**src/hw/rtl/scb_pkg.sv**
```systemverilog
package scb_pkg;

  localparam int LINE_COLS   = 30;
  localparam int STORE_LINES = 64;
  localparam int VIEW_ROWS   = 8;

  localparam int SLOT_W   = $clog2(STORE_LINES);
  localparam int TOTAL_W  = $clog2(STORE_LINES + 1);
  localparam int LEN_W    = $clog2(LINE_COLS + 1);
  localparam int CDEPTH   = STORE_LINES * LINE_COLS;
  localparam int CADDR_W  = $clog2(CDEPTH);
  // view arithmetic widths: offset + row distance, and offset + scroll amount
  localparam int BACK_W   = $clog2(STORE_LINES + VIEW_ROWS) + 2;
  localparam int SCR_W    = ((SLOT_W > 8) ? SLOT_W : 8) + 2;

  localparam logic [1:0] OP_APPEND = 2'd0;
  localparam logic [1:0] OP_SCROLL = 2'd1;
  localparam logic [1:0] OP_READ   = 2'd2;

  localparam logic [7:0]  NEWLINE_CODE    = 8'd10;
  localparam logic [15:0] BLANK_COLOR_RST = 16'hFFFF;

  typedef struct packed {
    logic load;    // latch a new item
    logic exec;    // apply item to state, issue memory reads
    logic finish;  // read data back, form read result
  } scb_cmd_t;

  typedef struct packed {
    logic is_read;
  } scb_sts_t;

endpackage

```
**src/hw/rtl/scb_ctrl.sv**
```systemverilog
module scb_ctrl (
  input  logic              clk,
  input  logic              rst_n,
  input  logic              start,
  input  scb_pkg::scb_sts_t sts,
  output scb_pkg::scb_cmd_t cmd,
  output logic              busy,
  output logic              out_strobe
);

  typedef enum logic [1:0] {
    ST_IDLE,
    ST_EXEC,
    ST_RDATA
  } state_t;

  state_t state_r, state_nxt;
  logic   strobe_r, strobe_nxt;

  always_comb begin
    state_nxt  = state_r;
    strobe_nxt = 1'b0;
    case (state_r)
      ST_IDLE: begin
        if (start) state_nxt = ST_EXEC;
      end
      ST_EXEC: begin
        if (sts.is_read) begin
          state_nxt = ST_RDATA;
        end else begin
          state_nxt  = ST_IDLE;
          strobe_nxt = 1'b1;
        end
      end
      ST_RDATA: begin
        state_nxt  = ST_IDLE;
        strobe_nxt = 1'b1;
      end
      default: state_nxt = ST_IDLE;
    endcase
  end

  always_ff @(posedge clk) begin
    if (!rst_n) begin
      state_r  <= ST_IDLE;
      strobe_r <= 1'b0;
    end else begin
      state_r  <= state_nxt;
      strobe_r <= strobe_nxt;
    end
  end

  assign busy       = (state_r != ST_IDLE);
  assign cmd.load   = (state_r == ST_IDLE) && start;
  assign cmd.exec   = (state_r == ST_EXEC);
  assign cmd.finish = (state_r == ST_RDATA);
  assign out_strobe = strobe_r;

endmodule

```
**config.mk**
```make
export PLATFORM = sky130hd
export DESIGN_NAME = scb_ctrl
export DESIGN_NICKNAME = d
export VERILOG_FILES = /design/src/hw/rtl/scb_pkg.sv /design/src/hw/rtl/scb_ctrl.sv
export SDC_FILE = /design/constraint.sdc
export NUM_CORES = 1
export LEC_CHECK = 0
export BUFFER_PORTS_ARGS = -buffer_cell sky130_fd_sc_hd__buf_2
export CAP_MARGIN = 20
export CORE_AREA = 5 5 42 44
export DETAILED_ROUTE_END_ITERATION = 16
export DIE_AREA = 0 0 47 49
export GPL_ROUTABILITY_DRIVEN = 0
export GPL_TIMING_DRIVEN = 0
export PLACE_DENSITY_LB_ADDON = 0.05
export REMOVE_ABC_BUFFERS = 1
export SYNTH_ARGS = -nofsm -noshare
export SYNTH_HDL_FRONTEND = slang
export SYNTH_SLANG_ARGS = --single-unit
export TNS_END_PERCENT = 5
```
**constraint.sdc**
```tcl
create_clock -name clk -period 2.1 [get_ports clk]
set_input_delay 0.21 -clock clk [delete_from_list [all_inputs] [get_ports clk]]
set_output_delay 0.21 -clock clk [all_outputs]
set_load 0.05 [all_outputs]
```
==> reports/results.txt <==
total CTS buffers = 3
Post-route DRC = 0
final period utilization = 75.2%
met3 usage = 1.11%
Synth Flop Type = dfxtp_1
Crit Path Max Fanout = 4
CP Capture Type = output pin
sequential-to-total area share from yosys stat = 28.9%
Final Max Slew Viols = 0
DP HPWL = 361 µm
1st-pass router iterations = 1
final net count = 44
RR Startpoint = state_r[0]$_SDFFE_PN0P_
Antenna diodes = 0
Ys Warns = 0
measured slew at the worst slew-check pin = 0.250 ns
Max-slew headroom = 83.4%
total clock sinks = 3
# Post-CTS Setup Buffers = 0
Die Height = 49 µm
Synth Register Bits = 3
ys async rst share = 0%
vias per inst = 3.26
H-tree depth = 1
Worst-Skew Late Latency = 0.23 ns
CORE AREA = 0.00140 mm²
CP Data Arrival Time = 1.37 ns
routed len/inst = 8.36 µm
final wirelength = 418 µm
CTS resizes = 0
outcome = complete, no violations
critical path's largest stage delay = 0.37 ns
Pleak = 0.000163 µW
Worst Hold End = state_r[1]$_SDFFE_PN0P_
WP buf/inv = 2
initial antenna violation count = 0
post-route ant nets = 0
M1 GR Usage = 5.26%
commonest cells in the netlist = ha_1, inv_1, dfxtp_1
top post-synthesis cells by area = ha_1, dfxtp_1, mux2i_1
met2 usage = 5.88%
reg2reg setup slack = 0.89 ns
vias in the first global route = 158
post-synth top area share = 30.1%
setup TNS = 0 ns
width of the die = 47 µm
syn_area_per_cell = 9.44 µm²
RSZ-0062 raised after global routing = false
Max Root-Sink Buffers = 2
Starting Density = 14.8%
drt first-iter violations = 0
Clk pin slew, worst setup/hold paths = 0.04 ns
top-count cell post-synth = ha_1
hold depth = 2
Min Clock Period, post-route = 1.58 ns
fmax = 634 MHz
cells on worst reg2reg path = 5
clk root buf = clkbuf_4
largest net degree at the start of global routing = 6
# Max-Cap Violations = 0
Port Buf Inserts = 8
Clock Skews = 0.000411 ns
IO Count = 9
gr ovfl total = 0
CP Launch Type = flip-flop
Die Footprint = 0.00230 mm²
class of the worst hold path = in -> reg
Setup-failing EPs final = 0
Final Hold Vio Count = 0
most used routing layer = met2
Yosys cell types = 11
total track usage = 4.57%
EDFF count, synth = 0
cell count after synthesis = 22
crit-path cells = inv_1, ha_1, and2_2, buf_2
worst hold margin = 0.217 ns
post-synth design cell area = 208 µm²
CTS tree = built
Fill cells = 172
Critical Path Slowest Stage Cell = dfxtp_1
pwr dens = 874 mW/mm²
Crit path depth = 4
RR Endpoint = state_r[0]$_SDFFE_PN0P_
critical path type = reg -> out
critical path required time = 1.89 ns
area of the multi-input gates = 133 µm²
biggest area consumer among synthesized cells = ha_1
share of layout cells above drive strength 1 = 38.2%
Cell Rows = 14
area grow syn2layout = 41.6%
hold_sp = rst_n
delay-heaviest family, CP = flip-flops
hold_buf cts = 0
via count = 163
FF+latch area = 60.1 µm²
first-pass GRT wire length = 690 µm
maximum vdd drop = 0.000257 V
flip-flops by register name, indices dropped and copies added, names as in the netlist:
register / count
out_strobe: 1
state_r: 2
metrics by stage:
step / power [µW] / utilization, % / cells / instance area [µm²] / setup slack [ns]
after detailed placement: 162 / 19.1 / 46 / 268 / 0.748
after CTS: 266 / 21.0 / 50 / 294 / 0.495
final: 257 / 21.0 / 50 / 294 / 0.522
after global routing: 276 / 21.0 / 50 / 294 / 0.433
after floorplan: 142 / - / 22 / 208 / 0.899
after global placement: 161 / 19.1 / 46 / 268 / 0.753
power breakdown:
part	internal, µW	total, µW	leakage, µW	switching [µW]
Combinational	28.0	92.4	0.000124	64.4
Clock	71.1	98.5	0.0000150	27.5
Sequential	62.2	66.1	0.0000246	3.86
per-layer routing:
metal / up-vias / part of all wire, %
li1: 89 / -
met1: 69 / 42
met2: 5 / 49
met3: 0 / 8.9
met4: 0 / 0
met5: - / 0
layout make-up:
cell class,instances,share of cell area (%)
Sequential cell,3,20.4
Inverter,4,5.11
Clock buffer,4,8.94
Multi-Input combinational cell,15,45.1
Timing Repair Buffer,8,13.6
Tap cell,16,6.81
layout by cell type, fill, tap and decap left out:
cell / netlist / final
a21oi_1: 1 / 1
nand2b_4: 1 / 1
inv_1: 4 / 4
nor2_1: 1 / 1
and2_2: 1 / 1
clkbuf_1: 0 / 1
dfxtp_1: 3 / 3
ha_1: 5 / 5
clkbuf_4: 0 / 3
and2_1: 1 / 1
nor2b_1: 1 / 1
buf_2: 0 / 8
mux2i_1: 2 / 2
nand2_1: 2 / 2
worst reg2reg max path, delay by kind of cell (launching register included):
kind                       cells  cell delay [ns]
DFF                            1             0.37
adders and majority gates      1             0.26
muxes                          1             0.21
and+or+nand+nor                2             0.16
buffers and inverters          1             0.10
how the worst max path moves through the flow:
stage / from / endpoint / slack (ns)
after floorplan: state_r[0]$_SDFFE_PN0P_ / busy / 0.90
after global placement: state_r[0]$_SDFFE_PN0P_ / cmd[2] / 0.75
after detailed placement: state_r[0]$_SDFFE_PN0P_ / cmd[2] / 0.75
after CTS: state_r[0]$_SDFFE_PN0P_ / cmd[2] / 0.50
after global routing: state_r[0]$_SDFFE_PN0P_ / cmd[2] / 0.43
final: state_r[0]$_SDFFE_PN0P_ / cmd[2] / 0.52
cell families (layout without fill, tap and decap cells):
| logic type | after synthesis | after routing | share of synthesized area [%] |
|---|---|---|---|
| buffers and inverters | 4 | 16 | 7.23 |
| DFF | 3 | 3 | 28.9 |
| adders and majority gates | 5 | 5 | 30.1 |
| and+or+nand+nor | 7 | 7 | 21.7 |
| muxes | 2 | 2 | 9.64 |
| AOI/OAI and AO/OA | 1 | 1 | 2.41 |
Note: power is estimated with default switching activity, not from simulation.
